$ cat src/design/sdeq_pkg.sv
// Shared types and sizes for the sorted deadline event queue.
// No dependencies; imported by the cell, the top level and the bench.
`default_nettype none

package sdeq_pkg;

  localparam int NUM_EVENTS = 8;
  localparam int IdW        = 3;
  localparam int TimeW      = 32;
  localparam int DelayW     = 24;
  localparam int CountW     = $clog2(NUM_EVENTS + 1);
  localparam int QcountW    = 4;
  localparam int MaxOut     = 8;
  localparam int PopW       = $clog2(MaxOut);

  typedef enum logic {
    OP_SCHEDULE = 1'b0,
    OP_POLL     = 1'b1
  } sdeq_op_e;

  typedef enum logic [1:0] {
    CMD_HOLD   = 2'd0,
    CMD_REMOVE = 2'd1,
    CMD_INSERT = 2'd2,
    CMD_POP    = 2'd3
  } sdeq_cmd_e;

  typedef struct packed {
    logic [IdW-1:0]   id;
    logic [TimeW-1:0] deadline;
  } sdeq_entry_t;

  // broadcast to every cell of the row
  typedef struct packed {
    sdeq_cmd_e   cmd;
    sdeq_entry_t key;
  } sdeq_ctrl_t;

endpackage

`default_nettype wire

$ cat src/design/sdeq_cell.sv
// One slot of the deadline-ordered row: holds an id and its deadline.
// Depends on sdeq_pkg; instantiated by sorted_deadline_event_queue.
`default_nettype none

module sdeq_cell
  import sdeq_pkg::*;
(
  input  wire logic        clk_i,
  input  wire sdeq_ctrl_t  ctrl_i,
  input  wire logic        occupied_i,
  input  wire logic        flag_i,
  input  wire sdeq_entry_t left_i,
  input  wire sdeq_entry_t right_i,
  output logic             flag_o,
  output sdeq_entry_t      entry_o
);

  sdeq_entry_t entry_q, entry_d;
  logic        match, le, hit;

  assign match = occupied_i && (entry_q.id == ctrl_i.key.id);
  assign le    = occupied_i && (entry_q.deadline <= ctrl_i.key.deadline);
  // remove: a hit here or further left; on insert the flag out says this slot stays in front
  assign hit   = flag_i | match;

  always_comb begin
    flag_o  = 1'b0;
    entry_d = entry_q;
    case (ctrl_i.cmd)
      CMD_REMOVE: begin
        flag_o = hit;
        if (hit) entry_d = right_i;
      end
      CMD_INSERT: begin
        flag_o = le;
        if (!le) begin
          if (flag_i) entry_d = ctrl_i.key;
          else        entry_d = left_i;
        end
      end
      CMD_POP: entry_d = right_i;
      default: entry_d = entry_q;
    endcase
  end

  always_ff @(posedge clk_i) begin
    entry_q <= entry_d;
  end

  assign entry_o = entry_q;

endmodule

`default_nettype wire

$ cat src/design/sorted_deadline_event_queue.sv
// Top level: command port, sequencer and the row of queue cells.
// Depends on sdeq_pkg and sdeq_cell.
//
// A word is taken when start_i is high and busy_o low. A schedule keeps busy_o high
// through ST_REMOVE (removing a queued copy of the id) and ST_INSERT (opening a gap
// at the sorted place); its acknowledge appears the cycle after. A poll keeps busy_o
// high until its due entries (at most 8) are popped or none is due, one result word a
// cycle, each registered; the row shifts one place per cycle. Results are strobed by
// res_valid_o for a single cycle and cannot be held off, so they must be taken as
// they appear. A new command may be issued while the final result is on the ports.
`default_nettype none

module sorted_deadline_event_queue
  import sdeq_pkg::*;
(
  input  wire logic               clk_i,
  input  wire logic               rst_ni,
  input  wire logic               start_i,
  output logic                    busy_o,
  input  wire logic               opcode_i,
  input  wire logic [IdW-1:0]     event_id_i,
  input  wire logic [TimeW-1:0]   current_time_i,
  input  wire logic [DelayW-1:0]  delay_i,
  output logic                    res_valid_o,
  output logic [IdW-1:0]          fired_id_o,
  output logic                    fired_o,
  output logic                    last_o,
  output logic [QcountW-1:0]      queued_count_o
);

  typedef enum logic [3:0] {
    ST_IDLE   = 4'b0001,
    ST_REMOVE = 4'b0010,
    ST_INSERT = 4'b0100,
    ST_POLL   = 4'b1000
  } sdeq_state_e;

  sdeq_state_e       state_q, state_d;
  logic [CountW-1:0] count_q, count_d;
  logic [PopW-1:0]   pops_q, pops_d;
  sdeq_entry_t       key_q, key_d;
  logic [TimeW-1:0]  now_q, now_d;

  logic              res_valid_q, res_valid_d;
  logic [IdW-1:0]    res_id_q, res_id_d;
  logic              res_fired_q, res_fired_d;
  logic              res_last_q, res_last_d;
  logic [CountW-1:0] res_count_q, res_count_d;

  sdeq_ctrl_t        ctrl;
  logic [NUM_EVENTS:0] flag;
  sdeq_entry_t       entry [NUM_EVENTS];
  logic [TimeW:0]    sum;
  logic              accept, full, head_due, next_due;

  assign accept = start_i && (state_q == ST_IDLE);
  assign sum    = {1'b0, current_time_i} + {{(TimeW + 1 - DelayW){1'b0}}, delay_i};
  assign full   = (count_q == CountW'(NUM_EVENTS));

  assign head_due = (count_q != '0) && (entry[0].deadline <= now_q);
  assign next_due = (count_q > CountW'(1)) && (entry[1].deadline <= now_q);

  always_comb begin
    ctrl.key = key_q;
    ctrl.cmd = CMD_HOLD;
    case (state_q)
      ST_REMOVE: ctrl.cmd = CMD_REMOVE;
      ST_INSERT: ctrl.cmd = full ? CMD_HOLD : CMD_INSERT;
      ST_POLL:   ctrl.cmd = head_due ? CMD_POP : CMD_HOLD;
      default:   ctrl.cmd = CMD_HOLD;
    endcase
  end

  assign flag[0] = (ctrl.cmd == CMD_INSERT);

  for (genvar i = 0; i < NUM_EVENTS; i++) begin : g_cell
    sdeq_entry_t left, right;
    if (i == 0) begin : g_first
      assign left = key_q;
    end else begin : g_mid
      assign left = entry[i-1];
    end
    if (i == NUM_EVENTS - 1) begin : g_tail
      assign right = entry[i];
    end else begin : g_body
      assign right = entry[i+1];
    end

    sdeq_cell u_cell (
      .clk_i      (clk_i),
      .ctrl_i     (ctrl),
      .occupied_i (count_q > CountW'(i)),
      .flag_i     (flag[i]),
      .left_i     (left),
      .right_i    (right),
      .flag_o     (flag[i+1]),
      .entry_o    (entry[i])
    );
  end

  always_comb begin
    state_d     = state_q;
    count_d     = count_q;
    pops_d      = pops_q;
    key_d       = key_q;
    now_d       = now_q;
    res_valid_d = 1'b0;
    res_id_d    = res_id_q;
    res_fired_d = res_fired_q;
    res_last_d  = res_last_q;
    res_count_d = res_count_q;
    case (state_q)
      ST_IDLE: begin
        if (accept) begin
          key_d.id       = event_id_i;
          key_d.deadline = sum[TimeW] ? '1 : sum[TimeW-1:0];
          now_d          = current_time_i;
          pops_d         = '0;
          state_d        = (opcode_i == OP_POLL) ? ST_POLL : ST_REMOVE;
        end
      end
      ST_REMOVE: begin
        // last flag out of the row says an old copy of the id was dropped
        if (flag[NUM_EVENTS]) count_d = count_q - CountW'(1);
        state_d = ST_INSERT;
      end
      ST_INSERT: begin
        if (!full) count_d = count_q + CountW'(1);
        res_valid_d = 1'b1;
        res_id_d    = key_q.id;
        res_fired_d = 1'b0;
        res_last_d  = 1'b1;
        res_count_d = full ? count_q : count_q + CountW'(1);
        state_d     = ST_IDLE;
      end
      ST_POLL: begin
        res_valid_d = 1'b1;
        if (head_due) begin
          count_d     = count_q - CountW'(1);
          pops_d      = pops_q + PopW'(1);
          res_id_d    = entry[0].id;
          res_fired_d = 1'b1;
          res_last_d  = !next_due || (pops_q == PopW'(MaxOut - 1));
          res_count_d = count_q - CountW'(1);
          if (res_last_d) state_d = ST_IDLE;
        end else begin
          // nothing due at the first step
          res_id_d    = '0;
          res_fired_d = 1'b0;
          res_last_d  = 1'b1;
          res_count_d = count_q;
          state_d     = ST_IDLE;
        end
      end
      default: state_d = ST_IDLE;
    endcase
  end

  always_ff @(posedge clk_i or negedge rst_ni) begin
    if (!rst_ni) begin
      state_q     <= ST_IDLE;
      count_q     <= '0;
      pops_q      <= '0;
      res_valid_q <= 1'b0;
    end else begin
      state_q     <= state_d;
      count_q     <= count_d;
      pops_q      <= pops_d;
      res_valid_q <= res_valid_d;
    end
  end

  always_ff @(posedge clk_i) begin
    key_q       <= key_d;
    now_q       <= now_d;
    res_id_q    <= res_id_d;
    res_fired_q <= res_fired_d;
    res_last_q  <= res_last_d;
    res_count_q <= res_count_d;
  end

  assign busy_o         = (state_q != ST_IDLE);
  assign res_valid_o    = res_valid_q;
  assign fired_id_o     = res_id_q;
  assign fired_o        = res_fired_q;
  assign last_o         = res_last_q;
  assign queued_count_o = QcountW'(res_count_q);

  a_count_bound : assert property (@(posedge clk_i) disable iff (!rst_ni)
    count_q <= CountW'(NUM_EVENTS))
    else $error("queue count beyond capacity");

  a_busy_ends_last : assert property (@(posedge clk_i) disable iff (!rst_ni)
    $fell(busy_o) |-> res_valid_o && last_o)
    else $error("command finished without a final result word");

  a_ack_last : assert property (@(posedge clk_i) disable iff (!rst_ni)
    res_valid_o && !fired_o |-> last_o)
    else $error("non-fired result word not marked last");

  a_result_from_busy : assert property (@(posedge clk_i) disable iff (!rst_ni)
    res_valid_o |-> $past(busy_o))
    else $error("result word without a command in flight");

  a_pop_shrinks : assert property (@(posedge clk_i) disable iff (!rst_ni)
    (state_q == ST_POLL) && head_due |=> count_q == $past(count_q) - CountW'(1))
    else $error("pop did not shrink the queue");

endmodule

`default_nettype wire

$ cat config.mk
export PLATFORM = sky130hd
export DESIGN_NAME = sorted_deadline_event_queue
export DESIGN_NICKNAME = d
export VERILOG_FILES = /design/src/design/sdeq_pkg.sv /design/src/design/sdeq_cell.sv /design/src/design/sorted_deadline_event_queue.sv
export SDC_FILE = /design/constraint.sdc
export NUM_CORES = 1
export LEC_CHECK = 0
export BUFFER_PORTS_ARGS = -buffer_cell sky130_fd_sc_hd__buf_4
export CAP_MARGIN = 40
export CORE_MARGIN = 10
export CORE_UTILIZATION = 55
export CTS_CLUSTER_DIAMETER = 60
export DETAILED_ROUTE_END_ITERATION = 16
export PLACE_DENSITY = 0.72
export SLEW_MARGIN = 5
export SYNTH_ARGS = -nofsm -noshare
export SYNTH_HDL_FRONTEND = slang
export SYNTH_SLANG_ARGS = --single-unit
$ cat constraint.sdc
create_clock -name clk_i -period 10 [get_ports clk_i]
set_clock_uncertainty 0.15 [all_clocks]
set_input_delay 2 -clock clk_i [delete_from_list [all_inputs] [get_ports clk_i]]
set_output_delay 2 -clock clk_i [all_outputs]
set_load 0.05 [all_outputs]
; After elaboration in Yosys (flattened, before gate mapping)
; Cells that the tools add are included.
; W data, S select, Z words.
[totals]
ff_bits = 368
latch_bits = 0
ram_bits = 0
mem_bits_ro = 0
input_bits = 63
out_inout_bits = 11
wordCells = 192
memories = 0
[classes]
n_addsub = 4
multipliers = 0
div_mod_pow = 0
magnitude_cmp = 18
eq_ne = 36
shift = 0
n_mux = 59
bitwise_logic = 9
n_reduce_logical = 39
[ops]
columns = cell, count
row1 = $mux W35, 21
row2 = $pmux W35 S3, 7
row3 = $le A32 B32 Y1, 10
row4 = $add A32 B24 Y33, 1
row5 = $mux W4, 7
row6 = $eq A3 B3 Y1, 8
row7 = $pmux W4 S3, 2
row8 = $reduce_and A3 Y1, 8
row9 = $pmux W1 S2, 10
row10 = $logic_and A1 B1 Y1, 19
row11 = $ne A2 B2 Y1 const B, 9
row12 = $gt A4 B3 Y1 const B, 4
row13 = $ne A2 B1 Y1 const B, 8
row14 = $pmux W3 S2, 2
row15 = $mux W3, 3
row16 = $eq A4 B4 Y1 const B, 2
row17 = $gt A4 B1 Y1 const B, 2
row18 = $gt A4 B2 Y1 const B, 2
row19 = $or A1 B1 Y1, 8
row20 = $pmux W4 S2, 1
row21 = $reduce_and A2 Y1, 4
row22 = $pmux W2 S3, 1
row23 = $reduce_bool A3 Y1, 2
row24 = $add A4 B1 Y4 const B, 1
row25 = other kinds (18), 23

; Longest topological paths before layout
; Gate-level depths: netlist of run 1.
[logic_depth]
word_depth = 23
mapped_depth = 24
mapped_depth_nobuf = 21

; By module
; From an unflattened synthesis of run 1, not the netlist that was laid out.
[unflattened]
hier_cells = 2886
hier_area_um2 = 28235.8
[modules_own_cells]
columns = mod, instances, cells_per_inst, area_per_inst_um2, seq_area_each_um2
row1 = sdeq_cell, 8, 281, 2730.1, 1051.0
row2 = sorted_deadline_event_queue, 1, 638, 6394.9, 2583.7

; Least setup slack after synthesis of run 1
; OpenSTA, ideal clock, no wires.
[synth_path]
path_type = register to register
start = reg state_q[1]
end = reg g_cell[3].u_cell.entry_q, in the netlist g_cell[3].u_cell.entry_o[0] (enable)
arrival_ns = 6.980
required_time_ns = 9.358
slack_ns = 2.378
stages_incl_launch_ff = 21
n_path_buf = 4
period_less_slack_ns = 7.622
cell_sequence = dfrtp_1 > nor4b_1 > nand2_1 > inv_1 > nand2_1 > o22a_1 > nand2_1 > clkbuf_1 > nor2_1 > ha_1 > buf_1 > inv_1 > o21ai_1 > nand2_1 > o311ai_1 > nor2_1 > nor2_1 > o21ai_0 > buf_1 > buf_1 > a311oi_1
[synth_via]
elab_chain_len = 12
word_cells_on_any_way = 18
cone_classes = eq/ne: 8 / mux: 4 / bitwise: 4 / reduce/logical: 2
[synth_rtl]
columns = element, line_no
row1 = start: declaration, sorted_deadline_event_queue.sv:38  ; sdeq_state_e state_q, state_d;
row2 = start signal: assignment, sorted_deadline_event_queue.sv:166  ; state_q <= state_d;
row3 = $eq A4 B4 Y1 (tied with other cells), sorted_deadline_event_queue.sv:66  ; case (state_q)
row4 = $pmux W2 S3 (*), sorted_deadline_event_queue.sv:66
row5 = $eq A2 B2 Y1, "sdeq_cell.sv:29, sorted_deadline_event_queue.sv:74"
row6 = $or A1 B1 Y1, sdeq_cell.sv:24  ; assign hit = flag_i | match;
row7 = $pmux W1 S2, sdeq_cell.sv:29  ; case (ctrl_i.cmd)
row8 = $or A1 B1 Y1, sdeq_cell.sv:24
row9 = $pmux W1 S2, sdeq_cell.sv:29
row10 = $or A1 B1 Y1, sdeq_cell.sv:24
row11 = $pmux W1 S2, sdeq_cell.sv:29
row12 = $or A1 B1 Y1, sdeq_cell.sv:24
row13 = $ne A2 B1 Y1 (no source line), -
row14 = $reduce_and A3 Y1 (no source line) (*), -
row15 = end signal: assignment, sdeq_cell.sv:47  ; entry_q <= entry_d;
row16 = end: declaration, sdeq_cell.sv:18  ; sdeq_entry_t entry_q, entry_d;
; Mark *: on every way between the ends. The rest lies on a longest branch, timed or not.
; A chain may end at the register's enable or synchronous reset.

; Final worst setup path of run 1
[layout_path]
start = reg g_cell[0].u_cell.entry_q, in the netlist g_cell[0].u_cell.entry_o[23]
end = reg g_cell[4].u_cell.entry_q, in the netlist g_cell[4].u_cell.entry_o[7] (enable)
[layout_via]
elab_chain_len = 16
word_cells_on_any_way = 22
cone_classes = order compare: 2 / eq/ne: 5 / mux: 6 / bitwise: 5 / reduce/logical: 4
[layout_rtl]
columns = element, line_no
row1 = start: declaration, sdeq_cell.sv:18
row2 = start signal: assignment, sdeq_cell.sv:47
row3 = $le A32 B32 Y1, sorted_deadline_event_queue.sv:60  ; assign head_due = (count_q != '0) && (entry[0].deadline <= now_q);
row4 = $logic_and A1 B1 Y1, sorted_deadline_event_queue.sv:60
row5 = $mux W2, sorted_deadline_event_queue.sv:69  ; ST_POLL: ctrl.cmd = head_due ? CMD_POP : CMD_HOLD;
row6 = $pmux W2 S3, sorted_deadline_event_queue.sv:66
row7 = $eq A2 B2 Y1, "sdeq_cell.sv:29, sorted_deadline_event_queue.sv:74"
row8 = $or A1 B1 Y1, sdeq_cell.sv:24
row9 = $pmux W1 S2, sdeq_cell.sv:29
row10 = $or A1 B1 Y1, sdeq_cell.sv:24
row11 = $pmux W1 S2, sdeq_cell.sv:29
row12 = $or A1 B1 Y1, sdeq_cell.sv:24
row13 = $pmux W1 S2, sdeq_cell.sv:29
row14 = $or A1 B1 Y1, sdeq_cell.sv:24
row15 = $pmux W1 S2, sdeq_cell.sv:29
row16 = $or A1 B1 Y1, sdeq_cell.sv:24
row17 = $ne A2 B1 Y1 (no source line), -
row18 = $reduce_and A3 Y1 (no source line) (*), -
row19 = end signal: assignment, sdeq_cell.sv:47
row20 = end: declaration, sdeq_cell.sv:18
; Marked as above.

==> summary.md, run 1 <==
| Metric | Value |
|---|---|
| Run status | `finished, final reports clean` |
| Critical path required time | `between 10 and 15 ns` |
| FF+latch count, synth | `368` |
| Remaining DRCs | `0` |
| Vias in the first global route | `between 20,000 and 25,000` |
| Worst-path clk slew | `roughly 0.06 ns` |
| Layout Nets | `approximately 3,000` |
| CTS resizes | `0` |
| I/O Pins | `74` |
| Worst Tran Pin Value | `around 0.93 ns` |
| Unrepaired setup endpoints after global routing | `no` |
| Post-placement cell count | `3,160` |
| Endpoint, Worst Hold | `pops_q[0]$_DFFE_PN0P_` |
| Height of the die | `~240 µm` |
| Synth Area in Adders | `between 15 and 20%` |
| Synth top area share | `a little over 40%` |
| Core area | `around 47,000 µm²` |
| Sequential share of the synthesized area | `a little over two fifths` |
| Initial DRC count | `between 2,000 and 2,500` |
| Xor/xnor share of the synthesized area | `between 1.5 and 2%` |
| Vias | `21,200` |
| Most common cell after layout, fill and taps aside | `edfxtp_1` |
| Drt via density | `6.54` |
| Startpoint Class | `register` |
| Synth warn | `0` |
| Initial Utilization | `between 50% and 60%` |
| Min-delay src | `pops_q[0]$_DFFE_PN0P_` |
| Routed length per instance | `between 20 and 25 µm` |
| FP Rows | `79` |
| Worst vdd ir | `0.156 mV` |
| Chip Width | `237 µm` |
| Reg2reg path depth | `18` |
| Tot Pwr | `roughly 7.2 mW` |
| Sink Count | `368` |
| Global placer's final weighted congestion | `0.954` |
| Skew-Pair Late Insertion Delay | `~0.59 ns` |
| Clock Path Buffers | `3` |
| CTS Hold Bufs | `0` |
| PortBufs | `73` |
| Commonest non-fill, non-tap cells in the layout | `edfxtp_1 (356), a21oi_1 (353), ha_1 (352)` |
| Final max-slew violation count | `0` |
| Final Instance Count excl. Fillers | `3,243` |
| Synth Area in Compound Gates | `15.1%` |
| Fmax | `approximately 120 MHz` |
| Gr usage total | `27.7%` |
| Worst min-delay path class | `register to register` |
| HPWL Detailed | `between 50,000 and 60,000 µm` |
| Antenna violations before repair | `0` |
| GRT overflow | `0` |
| Rel. slew slack | `a little under two fifths` |
| Fin. Hold Viols | `0` |
| Mapped Cells | `between 2,000 and 3,000` |
| Fraction of layout cells with a size suffix above 1 | `a little under a tenth` |
| Async set-reset flop share out of synthesis | `between 3 and 4%` |
| Drt total wl | `about 80,000 µm` |
| H-tree depth | `2` |
| Largest cells by area after synthesis | `edfxtp_1 (41%), ha_1 (17%), a21oi_1 (6.8%), mux2i_1 (5.5%), nor2_1 (4.6%)` |
| Largest net degree at the start of global routing | `approximately 150` |
| Routed Antenna Nets | `0` |
| Mux contribution to synthesized area | `~8.6%` |
| Worst hold path depth | `1` |
| CP arrival | `8.41 ns` |
| Worst-path maximum fanout | `70` |
| Setup TNS | `0 ns` |
| Critical Path End Type | `register` |
| Final Instance Area | `28,700 µm²` |
| Post-synthesis simple-gate area fraction | `between 10% and 20%` |
| Reg-to-reg slack, setup | `1.71 ns` |
| Max cap viols | `0` |
| Crit path kind | `register to register` |
| CTS tree | `yes` |
| Largest area contributor in the netlist | `edfxtp_1` |
| Placement Cell Area | `27,300 µm²` |
| Syn nets | `around 3,000` |
| R2R Path Start | `g_cell[0].u_cell.entry_o[23]$_DFFE_PP_` |
| CTS Root Cell | `clkbuf_16` |
| Crit path time final | `8.29 ns` |
| Leakage power | `approximately 12 nW` |
| Period utilization | `82.9%` |
| Unique masters post-synth | `75` |
| Postcts setup bufs | `0` |
| CTS Buf Count | `45` |
| Syn_area_per_cell | `slightly above 10 µm²` |
| First-pass GRT wire length | `approximately 120,000 µm` |
| Layout area overhead | `10.6%` |
| Power Density | `approximately 250 nW/µm²` |
| First-pass DRT Iterations | `6` |
| Final Setup Violations | `0` |
| Syn Std Cell Area | `between 20,000 and 30,000 µm²` |
| RR Endpoint | `g_cell[4].u_cell.entry_o[7]$_DFFE_PP_` |
| Largest family of logic cells by synthesized area | `adder cells` |
| Number of enable flip-flop cells after synthesis | `approximately 360` |
| Dominant synthesized flop cell | `edfxtp_1` |
| DIE AREA | `56,300 µm²` |
-- sequential cells by signal (all words and copies together), names as in the netlist --
name and count:
ctrl 35, g_cell.u_cell.entry_o 280, res_valid_o 1, state_q 4, queued_count_o 4, fired_o 1, last_o 1, fired_id_o 3
pops_q 3, now_q 32, count_q 4
-- critical path, stage by stage (launching register included) --
cell      delay (ns)
edfxtp_1        0.42
ha_1            0.33
nand3_1         0.11
or3_1           0.45
nor3_1          0.78
o311ai_0        0.39
nand3_1         0.26
nand2_1         0.28
nor2_1          0.36
ha_4            0.71
inv_2           0.56
nor4b_1         0.58
nand3_1         0.13
a21oi_1         0.37
a21oi_1         0.13
nor2_4          0.12
buf_4           0.67
o31a_2          0.76
buf_4           0.40
-- kinds of logic (layout without fill, tap and decap cells) --
| kind of cell | count (synthesis) | in the layout |
|---|---|---|
| and+or+nand+nor | 700 | 700 |
| AOI/OAI and AO/OA | 664 | 664 |
| DFF | 368 | 368 |
| adders and majority gates | 354 | 354 |
| muxes | 214 | 214 |
| buffers and inverters | 200 | 288 |
| xor gates and xnor gates | 47 | 47 |
| other | 0 | 1 |
-- synthesized netlist by cell type, drive strengths merged (7+ instances only) --
cell / n
nand4: 62
dfrtp: 11
o21ai: 120
o31ai: 7
nor2b: 27
nor2: 318
clkbuf: 80
mux2: 71
buf: 20
mux2i: 143
nor4: 10
a21oi: 353
nand2b: 12
nor3: 23
a2111oi: 7
edfxtp: 356
or3: 10
o221ai: 10
o211ai: 10
or4: 7
a21o: 41
o21a: 23
and3: 7
nand3: 45
a211oi: 20
xnor2: 20
a31oi: 12
and4: 9
nand2: 147
xor2: 27
inv: 100
ha: 353
-- stage by stage --
step                util [%]  hold WS (ns)  worst slack, ns
floorplan                  -         0.305             2.38
global placement        58.3         0.322             2.03
detailed placement      58.5         0.355             1.90
CTS                     61.6         0.362             1.89
global route            61.6         0.396             1.45
finish                  61.6         0.356             1.71
-- where the power goes --
group	switching [mW]	leakage, nW	internal [mW]	total (mW)
clock	0.677	0.694	0.945	1.62
sequential	0.429	3.41	2.30	2.73
combinational	1.80	7.80	1.05	2.85
-- area by class of cell --
type | instances | area (µm²)
antenna | 1 | 2.50
fill | 3863 | 17900
clock inverter | 23 | 220
tap | 607 | 759
sequential | 368 | 11000
clock buffer | 58 | 1190
timing repair buffer | 107 | 861
multi-input combinational | 1979 | 14300
inverter | 100 | 377
-- metal layers --
layer	up-vias	part of all wire, %	global-route usage, %
met5	-	0	0
met3	152	9.2	5.52
met1	10400	42	37.2
li1	9725	-	-
met2	978	45	43.0
met4	0	3.9	11.4
-- worst max path at each step --
stage | cells after the start | end | from | slack [ns]
after floorplan | 20 | g_cell[3].u_cell.entry_o[0]$_DFFE_PP_ | state_q[1]$_DFFE_PN0P_ | 2.38
after global placement | 17 | g_cell[5].u_cell.entry_o[25]$_DFFE_PP_ | g_cell[0].u_cell.entry_o[23]$_DFFE_PP_ | 2.03
after detailed placement | 18 | g_cell[4].u_cell.entry_o[11]$_DFFE_PP_ | g_cell[0].u_cell.entry_o[23]$_DFFE_PP_ | 1.90
after CTS | 18 | g_cell[4].u_cell.entry_o[7]$_DFFE_PP_ | g_cell[0].u_cell.entry_o[23]$_DFFE_PP_ | 1.89
after global routing | 18 | g_cell[4].u_cell.entry_o[7]$_DFFE_PP_ | g_cell[0].u_cell.entry_o[23]$_DFFE_PP_ | 1.45
final | 18 | g_cell[4].u_cell.entry_o[7]$_DFFE_PP_ | g_cell[0].u_cell.entry_o[23]$_DFFE_PP_ | 1.71
Note: power is estimated with default switching activity, not from simulation.
==> inputs of run 2 (changes only) <==
--- a/config.mk
+++ b/config.mk
@@ -11,7 +11,7 @@
 export CORE_UTILIZATION = 55
 export CTS_CLUSTER_DIAMETER = 60
 export DETAILED_ROUTE_END_ITERATION = 16
-export PLACE_DENSITY = 0.72
+export PLACE_DENSITY = 0.75
 export SLEW_MARGIN = 5
 export SYNTH_ARGS = -nofsm -noshare
 export SYNTH_HDL_FRONTEND = slang
==> constraint.sdc (replaced) <==
create_clock -name clk_i -period 6.85 [get_ports clk_i]
set_clock_uncertainty 0.15 [all_clocks]
set_input_delay 1.37 -clock clk_i [delete_from_list [all_inputs] [get_ports clk_i]]
set_output_delay 1.37 -clock clk_i [all_outputs]
set_load 0.05 [all_outputs]
==> summary.md, run 2 (synthesis gave the netlist of run 1 again) <==
| Metric | Value |
|---|---|
| CP Cell Sequence | `inv_1 -> ha_1 -> or3b_1 -> nand2_1 -> inv_1 -> nand2_1 -> o22a_1 -> nand2_1 -> nor2b_1 -> inv_1 -> ha_4 -> a41oi_2 -> o21ai_1 -> nand2_1 -> o311ai_1 -> or4_4 -> o221a_2 -> o41a_1 -> o21ai_4 -> buf_12 -> mux2_2` |
| I/O Pins | `74 (unchanged)` |
| Worst-path maximum fanout | `23 (-67%)` |
| Largest net degree at the start of global routing | `193 (+27%)` |
| CP arrival | `6.60 ns (-1.81 ns)` |
| Routed Antenna Nets | `0 (unchanged)` |
| Vias in the first global route | `21,100 (+1.9%)` |
| Layout area overhead | `11.1%` |
| Critical path required time | `7.02 ns (-3.10 ns)` |
| Layout Nets | `3,033 (+0.50%)` |
| Worst Tran Pin Value | `0.971 ns (+0.0417 ns)` |
| Vias | `21,100 (-0.33%)` |
| Worst Path Buf+Inv | `4 (+1)` |
| Fmax | `155 MHz (+29%)` |
| CTS Buf Count | `42 (-6.7%)` |
| Routed length per instance | `22.8 µm (-7.3%)` |
| Crit path time final | `6.43 ns (-1.86 ns)` |
| Unrepaired setup endpoints after global routing | `no` |
| Gr usage total | `25.6% (-2.0 points)` |
| Fraction of layout cells with a size suffix above 1 | `9.61% (+0.50 points)` |
| Chip Width | `237 µm (unchanged)` |
| Final max-slew violation count | `0 (unchanged)` |
| Most used cell, CP | `nand2_1` |
| Worst min-delay path class | `register to register` |
| Sink Count | `368 (unchanged)` |
| FP Rows | `79 (unchanged)` |
| Setup TNS | `0 ns (unchanged)` |
| Antenna violations before repair | `0 (unchanged)` |
| H-tree depth | `2 (unchanged)` |
| Worst setup margin | `0.417 ns (-1.29 ns)` |
| Worst hold path depth | `1 (unchanged)` |
| Rel. slew slack | `34.7% (-2.9 points)` |
| Initial Utilization | `55.7% (unchanged)` |
| WP depth | `21 (+3)` |
| Number of fill cells in the layout | `3,737 (-3.3%)` |
| DIE AREA | `56,300 µm² (unchanged)` |
| Worst vdd ir | `0.180 mV (+16%)` |
| Crit path kind | `register to register` |
| Delay of the slowest cell on the worst path | `0.61 ns (-0.17 ns)` |
| Worst-path clk slew | `0.06 ns (about the same)` |
| Antenna diodes | `0 (-1)` |
| Power Density | `360 nW/µm² (+44%)` |
| PortBufs | `73 (unchanged)` |
| Most common cell after layout, fill and taps aside | `edfxtp_1` |
| Skew-Pair Late Insertion Delay | `0.59 ns (about the same)` |
| Core area | `46,700 µm² (unchanged)` |
| Postcts setup bufs | `0 (unchanged)` |
| Run status | `finished, final reports clean` |
| CP max-delay cell | `or4_4` |
| Critical Path End Type | `register` |
| Clock Path Buffers | `3 (unchanged)` |
| Dpl ws | `0.636 ns (-1.26 ns)` |
| Drt total wl | `74,100 µm (-7.1%)` |
| First-pass GRT wire length | `115,000 µm (-5.0%)` |
| Area of the multi-input gates | `14,300 µm² (about the same)` |
| Max cap viols | `0 (unchanged)` |
| Drt via density | `6.51 (-0.57%)` |
| Register Area | `11,000 µm² (unchanged)` |
| Tot Pwr | `10.4 mW (+44%)` |
| Leakage power | `12.0 nW (+0.50%)` |
| Fin. Hold Viols | `0 (unchanged)` |
| Remaining DRCs | `0 (unchanged)` |
| Delay-heaviest family, CP | `simple AND/OR/NAND/NOR gates` |
| Period utilization | `93.9% (+11 points)` |
| HPWL Detailed | `56,000 µm (-3.9%)` |
| Commonest non-fill, non-tap cells in the layout | `edfxtp_1 (356), a21oi_1 (353), ha_1 (352)` |
| CTS tree | `yes` |
| Max FFs per register | `280 (unchanged)` |
| Height of the die | `237 µm (unchanged)` |
| Initial DRC count | `2,540 (+6.8%)` |
| First-pass DRT Iterations | `6 (unchanged)` |
| Reg2reg path depth | `21 (+3)` |
| Startpoint Class | `register` |
| Final Setup Violations | `0 (unchanged)` |
| Global placer's final weighted congestion | `0.966 (+1.3%)` |
| CTS Root Cell | `clkbuf_16` |
| CTS Hold Bufs | `0 (unchanged)` |
| CTS resizes | `0 (unchanged)` |
| GRT overflow | `0 (unchanged)` |
| Final core utilization | `61.8% (+0.23 points)` |
run 2: changes by cell type in the layout (fill, tap and decap cells not counted), moves of 2 or more:
cell       change
buf_4         +19
clkbuf_1       -5
clkinv_2       -4
clkbuf_16      -3
buf_12         +2
buf_2          -2
buf_8          -2
run 2: final timing paths:
kind | from | to | slack [ns]
setup / recovery | count_q[0]$_DFFE_PN0P_ | g_cell[7].u_cell.entry_o[3]$_DFFE_PP_ | 0.42
hold / removal | pops_q[0]$_DFFE_PN0P_ | pops_q[0]$_DFFE_PN0P_ | 0.34
setup reg to reg | count_q[0]$_DFFE_PN0P_ | g_cell[7].u_cell.entry_o[3]$_DFFE_PP_ | 0.42
hold reg to reg | pops_q[0]$_DFFE_PN0P_ | pops_q[0]$_DFFE_PN0P_ | 0.34
max in group asynchronous | rst_ni | state_q[0]$_DFFE_PN1P_ | 5.83
min in group asynchronous | rst_ni | count_q[1]$_DFFE_PN0P_ | 0.48
run 2: cell type report:
| class | count | share of cell area, % |
|---|---|---|
| clock buffers | 50 | 3.82 |
| clock inverters | 22 | 0.863 |
| inverters | 100 | 1.31 |
| multi-input cells | 1979 | 49.7 |
| flip-flops and latches | 368 | 38.1 |
| well taps | 607 | 2.63 |
| repair buffers | 125 | 3.57 |
run 2: through the flow:
stage / area, µm² / cells / hold WS [ns]
floorplan: 26000 / 2547 / 0.305
global placement: 27400 / 3174 / 0.323
detailed placement: 27500 / 3179 / 0.330
CTS: 28800 / 3251 / 0.339
global route: 28800 / 3251 / 0.371
finish: 28800 / 3251 / 0.336
run 2: where the power goes:
| group | total, mW | internal, mW | switching [mW] |
|---|---|---|---|
| Sequential | 3.92 | 3.35 | 0.572 |
| Combinational | 4.19 | 1.56 | 2.62 |
| Clock | 2.27 | 1.33 | 0.942 |
run 2: layer usage:
layer,GRT usage [%],part of all wire [%],wire [µm]
met4,10.3,3.9,2860
met5,1.82,0.19,140
met2,40.4,44,33000
met1,34.1,42,31000
met3,4.98,9.6,7150
==> inputs of run 3 (changes only) <==
--- a/config.mk
+++ b/config.mk
@@ -5,11 +5,14 @@
 export SDC_FILE = /design/constraint.sdc
 export NUM_CORES = 1
 export LEC_CHECK = 0
+export ABC_AREA = 1
+export ABC_CLOCK_PERIOD_IN_PS = 6850
 export BUFFER_PORTS_ARGS = -buffer_cell sky130_fd_sc_hd__buf_4
 export CAP_MARGIN = 40
 export CORE_MARGIN = 10
 export CORE_UTILIZATION = 55
 export CTS_CLUSTER_DIAMETER = 60
+export CTS_CLUSTER_SIZE = 10
 export DETAILED_ROUTE_END_ITERATION = 16
 export PLACE_DENSITY = 0.75
 export SLEW_MARGIN = 5
==> summary.md, run 3 <==
| Metric | Value |
|---|---|
| Run status | `finished, final reports clean` |
| Register Area | `11,000 µm² (unchanged)` |
| Rel. slew slack | `14.3% (-20 points)` |
| Most common cell after layout, fill and taps aside | `nand2_1` |
| Dominant synthesized flop cell | `edfxtp_1` |
| Fmax | `158 MHz (+1.6%)` |
| Worst vdd ir | `0.253 mV (+40%)` |
| GRT overflow | `0 (unchanged)` |
| Layout area overhead | `9.43%` |
| Pint | `5.67 mW (-9.2%)` |
| Async set-reset flop share out of synthesis | `3.26% (unchanged)` |
| Max FFs per register | `280 (unchanged)` |
| FF+latch count, synth | `368 (unchanged)` |
| Leakage power | `12.3 nW (+3.2%)` |
| Area of the multi-input gates | `12,900 µm² (-10%)` |
| Routed length per instance | `20.1 µm (-12%)` |
| Initial Utilization | `55.4% (-0.30 points)` |
| Crit path kind | `register to register` |
| Largest cells by area after synthesis | `edfxtp_1 (42%), ha_1 (17%), o21ai_0 (8.8%), nand2_1 (7.2%), a21oi_1 (7.0%)` |
| Gr usage total | `24.8% (-0.81 points)` |
| Setup TNS | `0 ns (unchanged)` |
| Worst-path maximum fanout | `70 (+200%)` |
| Chip Width | `236 µm (-0.54%)` |
| Sequential share of the synthesized area | `42.8% (+0.50 points)` |
| HPWL Detailed | `52,300 µm (-6.7%)` |
| Commonest non-fill, non-tap cells in the layout | `nand2_1 (489), o21ai_0 (450), a21oi_1 (361)` |
| Postcts setup bufs | `0 (unchanged)` |
| Min-delay src | `pops_q[0]$_DFFE_PN0P_` |
| Global placer's final weighted congestion | `0.921 (-4.7%)` |
| Worst Path Buf+Inv | `7 (+3)` |
| Syn Std Cell Area | `25,700 µm² (-1.2%)` |
| Core area | `46,400 µm² (-0.64%)` |
| Unrepaired setup endpoints after global routing | `no` |
| Reg2reg path depth | `47 (+120%)` |
| Remaining DRCs | `0 (unchanged)` |
| First-pass DRT Iterations | `8 (+2)` |
| Routed Antenna Nets | `0 (unchanged)` |
| RR Endpoint | `g_cell[7].u_cell.entry_o[20]$_DFFE_PP_` |
| Drt total wl | `71,900 µm (-3.0%)` |
| CTS Root Cell | `clkbuf_16` |
| FP Rows | `79 (unchanged)` |
| Worst Tran Pin Value | `1.29 ns (+0.315 ns)` |
| CP max-delay cell | `nor3_1` |
| Mapped Cells | `2,925 (+15%)` |
| Vias | `22,000 (+4.2%)` |
| CP arrival | `6.47 ns (-0.13 ns)` |
| Combinational fraction of design power | `37.4% (-2.9 points)` |
| Crit path time final | `6.33 ns (-0.0987 ns)` |
| Syn_area_per_cell | `8.77 µm² (-14%)` |
| CTS Buf Count | `44 (+4.8%)` |
| CTS resizes | `0 (unchanged)` |
| Largest area contributor in the netlist | `edfxtp_1` |
| Number of enable flip-flop cells after synthesis | `356 (unchanged)` |
| Most used cell, CP | `nand2_1` |
| Net switching power | `3.69 mW (-11%)` |
| Height of the die | `236 µm (-0.54%)` |
| Worst hold path depth | `1 (unchanged)` |
| Sink Count | `368 (unchanged)` |
| Skew-Pair Late Insertion Delay | `0.58 ns (about the same)` |
| Synth top area share | `41.7% (+0.49 points)` |
| Clock Path Buffers | `3 (unchanged)` |
| Post-synth top cells | `nand2_1 (489), o21ai_0 (450), a21oi_1 (361), inv_1 (361), edfxtp_1 (356)` |
| Drt via density | `6.15 (-5.5%)` |
| Endpoint, Worst Hold | `pops_q[0]$_DFFE_PN0P_` |
| Delay-heaviest family, CP | `simple AND/OR/NAND/NOR gates` |
| Unique masters post-synth | `49 (-35%)` |
| Final max-slew violation count | `0 (unchanged)` |
| First-pass GRT wire length | `113,000 µm (-2.3%)` |
| Most common cell in the netlist | `nand2_1` |
| Max cap viols | `0 (unchanged)` |
| CTS Hold Bufs | `0 (unchanged)` |
| Critical Path End Type | `register` |
| Startpoint Class | `register` |
| Delay of the slowest cell on the worst path | `0.78 ns (+0.17 ns)` |
| DIE AREA | `55,700 µm² (-1.1%)` |
| Period utilization | `92.5% (-1.4 points)` |
| Critical path required time | `6.98 ns (-0.04 ns)` |
| Seq pwr share | `39.3% (+1.5 points)` |
| Final core utilization | `60.6% (-1.2 points)` |
| R2R Path Start | `g_cell[0].u_cell.entry_o[27]$_DFFE_PP_` |
| Antenna violations before repair | `0 (unchanged)` |
| Fin. Hold Viols | `0 (unchanged)` |
| H-tree depth | `2 (unchanged)` |
| Layout Nets | `3,377 (+11%)` |
| Switching part of the total power | `39.4% (-0.43 points)` |
| CTS tree | `yes` |
| Power Density | `333 nW/µm² (-7.5%)` |
| PortBufs | `73 (unchanged)` |
| Hold slack | `0.384 ns (+0.0475 ns)` |
| Vias in the first global route | `21,500 (+1.7%)` |
| Number of fill cells in the layout | `3,915 (+4.8%)` |
| Antenna diodes | `0 (unchanged)` |
| Synth warn | `0 (unchanged)` |
| Fraction of layout cells with a size suffix above 1 | `6.29% (-3.3 points)` |
| Initial DRC count | `2,679 (+5.5%)` |
| Final Setup Violations | `0 (unchanged)` |
| Largest net degree at the start of global routing | `247 (+28%)` |
| WP depth | `47 (+120%)` |
| I/O Pins | `74 (unchanged)` |
| Reg-to-reg slack, setup | `0.52 ns (+0.10 ns)` |
| Worst min-delay path class | `register to register` |
| Clock Power Share | `23.3% (+1.4 points)` |
| Syn nets | `3,342 (+13%)` |
| Worst-path clk slew | `0.06 ns (about the same)` |
-- run 3: cell types whose count changed in the layout (fill, tap and decap cells not counted), moves of 23 or more --
| cell | change |
|---|---|
| a21o_1 | -39 |
| inv_1 | +262 |
| mux2_1 | -30 |
| mux2_2 | -41 |
| mux2i_1 | -143 |
| nand2_1 | +343 |
| nand4_1 | -23 |
| nor2_1 | -209 |
| nor2b_1 | -27 |
| o21ai_0 | +336 |
| o22ai_1 | +37 |
-- run 3: worst max-delay path by stage --
| stage | endpoint | slack, ns | from |
|---|---|---|---|
| floorplan | g_cell[6].u_cell.entry_o[0]$_DFFE_PP_ | 1.30 | g_cell[0].u_cell.entry_o[1]$_DFFE_PP_ |
| global placement | g_cell[7].u_cell.entry_o[0]$_DFFE_PP_ | 0.90 | g_cell[0].u_cell.entry_o[27]$_DFFE_PP_ |
| detailed placement | g_cell[7].u_cell.entry_o[20]$_DFFE_PP_ | 0.68 | g_cell[0].u_cell.entry_o[27]$_DFFE_PP_ |
| CTS | g_cell[7].u_cell.entry_o[20]$_DFFE_PP_ | 0.64 | g_cell[0].u_cell.entry_o[27]$_DFFE_PP_ |
| global route | g_cell[7].u_cell.entry_o[20]$_DFFE_PP_ | 0.02 | g_cell[0].u_cell.entry_o[27]$_DFFE_PP_ |
| finish | g_cell[7].u_cell.entry_o[20]$_DFFE_PP_ | 0.52 | g_cell[0].u_cell.entry_o[27]$_DFFE_PP_ |
-- run 3: cell type report --
| type | count | area share (%) |
|---|---|---|
| timing repair buffer | 107 | 3.01 |
| sequential | 368 | 39.1 |
| tap | 607 | 2.70 |
| inverter | 364 | 4.88 |
| clock buffer | 52 | 4.10 |
| multi-input combinational | 2075 | 45.8 |
| clock inverter | 9 | 0.352 |
-- run 3: stage by stage --
step,instances,power (mW),area [µm²],setup WS (ns)
final,3582,9.36,28100,0.516
after global routing,3582,9.94,28100,0.0201
after CTS,3582,9.29,28100,0.636
after detailed placement,3521,7.10,26800,0.675
after global placement,3518,6.89,26800,0.905
after floorplan,2925,5.92,25700,1.30
-- run 3: power by group through the flow --
| stage | Clock [mW] | Sequential, mW | Combinational (mW) |
|---|---|---|---|
| floorplan | 0 | 3.57 | 2.35 |
| global placement | 0 | 3.68 | 3.21 |
| finish | 2.18 | 3.68 | 3.50 |
| detailed placement | 0 | 3.70 | 3.40 |
| CTS | 2.19 | 3.66 | 3.44 |
| global route | 2.27 | 3.73 | 3.94 |
-- run 3: kinds of logic (layout without fill, tap and decap cells) --
family / count (synthesis) / count (layout) / synth area share [%]
XOR/XNOR: 42 / 42 / 1.43
adder cells (fa/ha/maj): 354 / 354 / 17.3
AO/OA/AOI/OAI: 925 / 925 / 19.0
AND/OR/NAND/NOR: 754 / 754 / 12.3
buffers and inverters: 482 / 532 / 7.20
flip-flops: 368 / 368 / 42.8
-- run 3: layer usage --
| metal | share of wire [%] | track usage (%) |
|---|---|---|
| met5 | 0 | 0 |
| met4 | 2.5 | 7.96 |
| met2 | 46 | 39.7 |
| met3 | 9.6 | 3.61 |
| met1 | 42 | 34.1 |
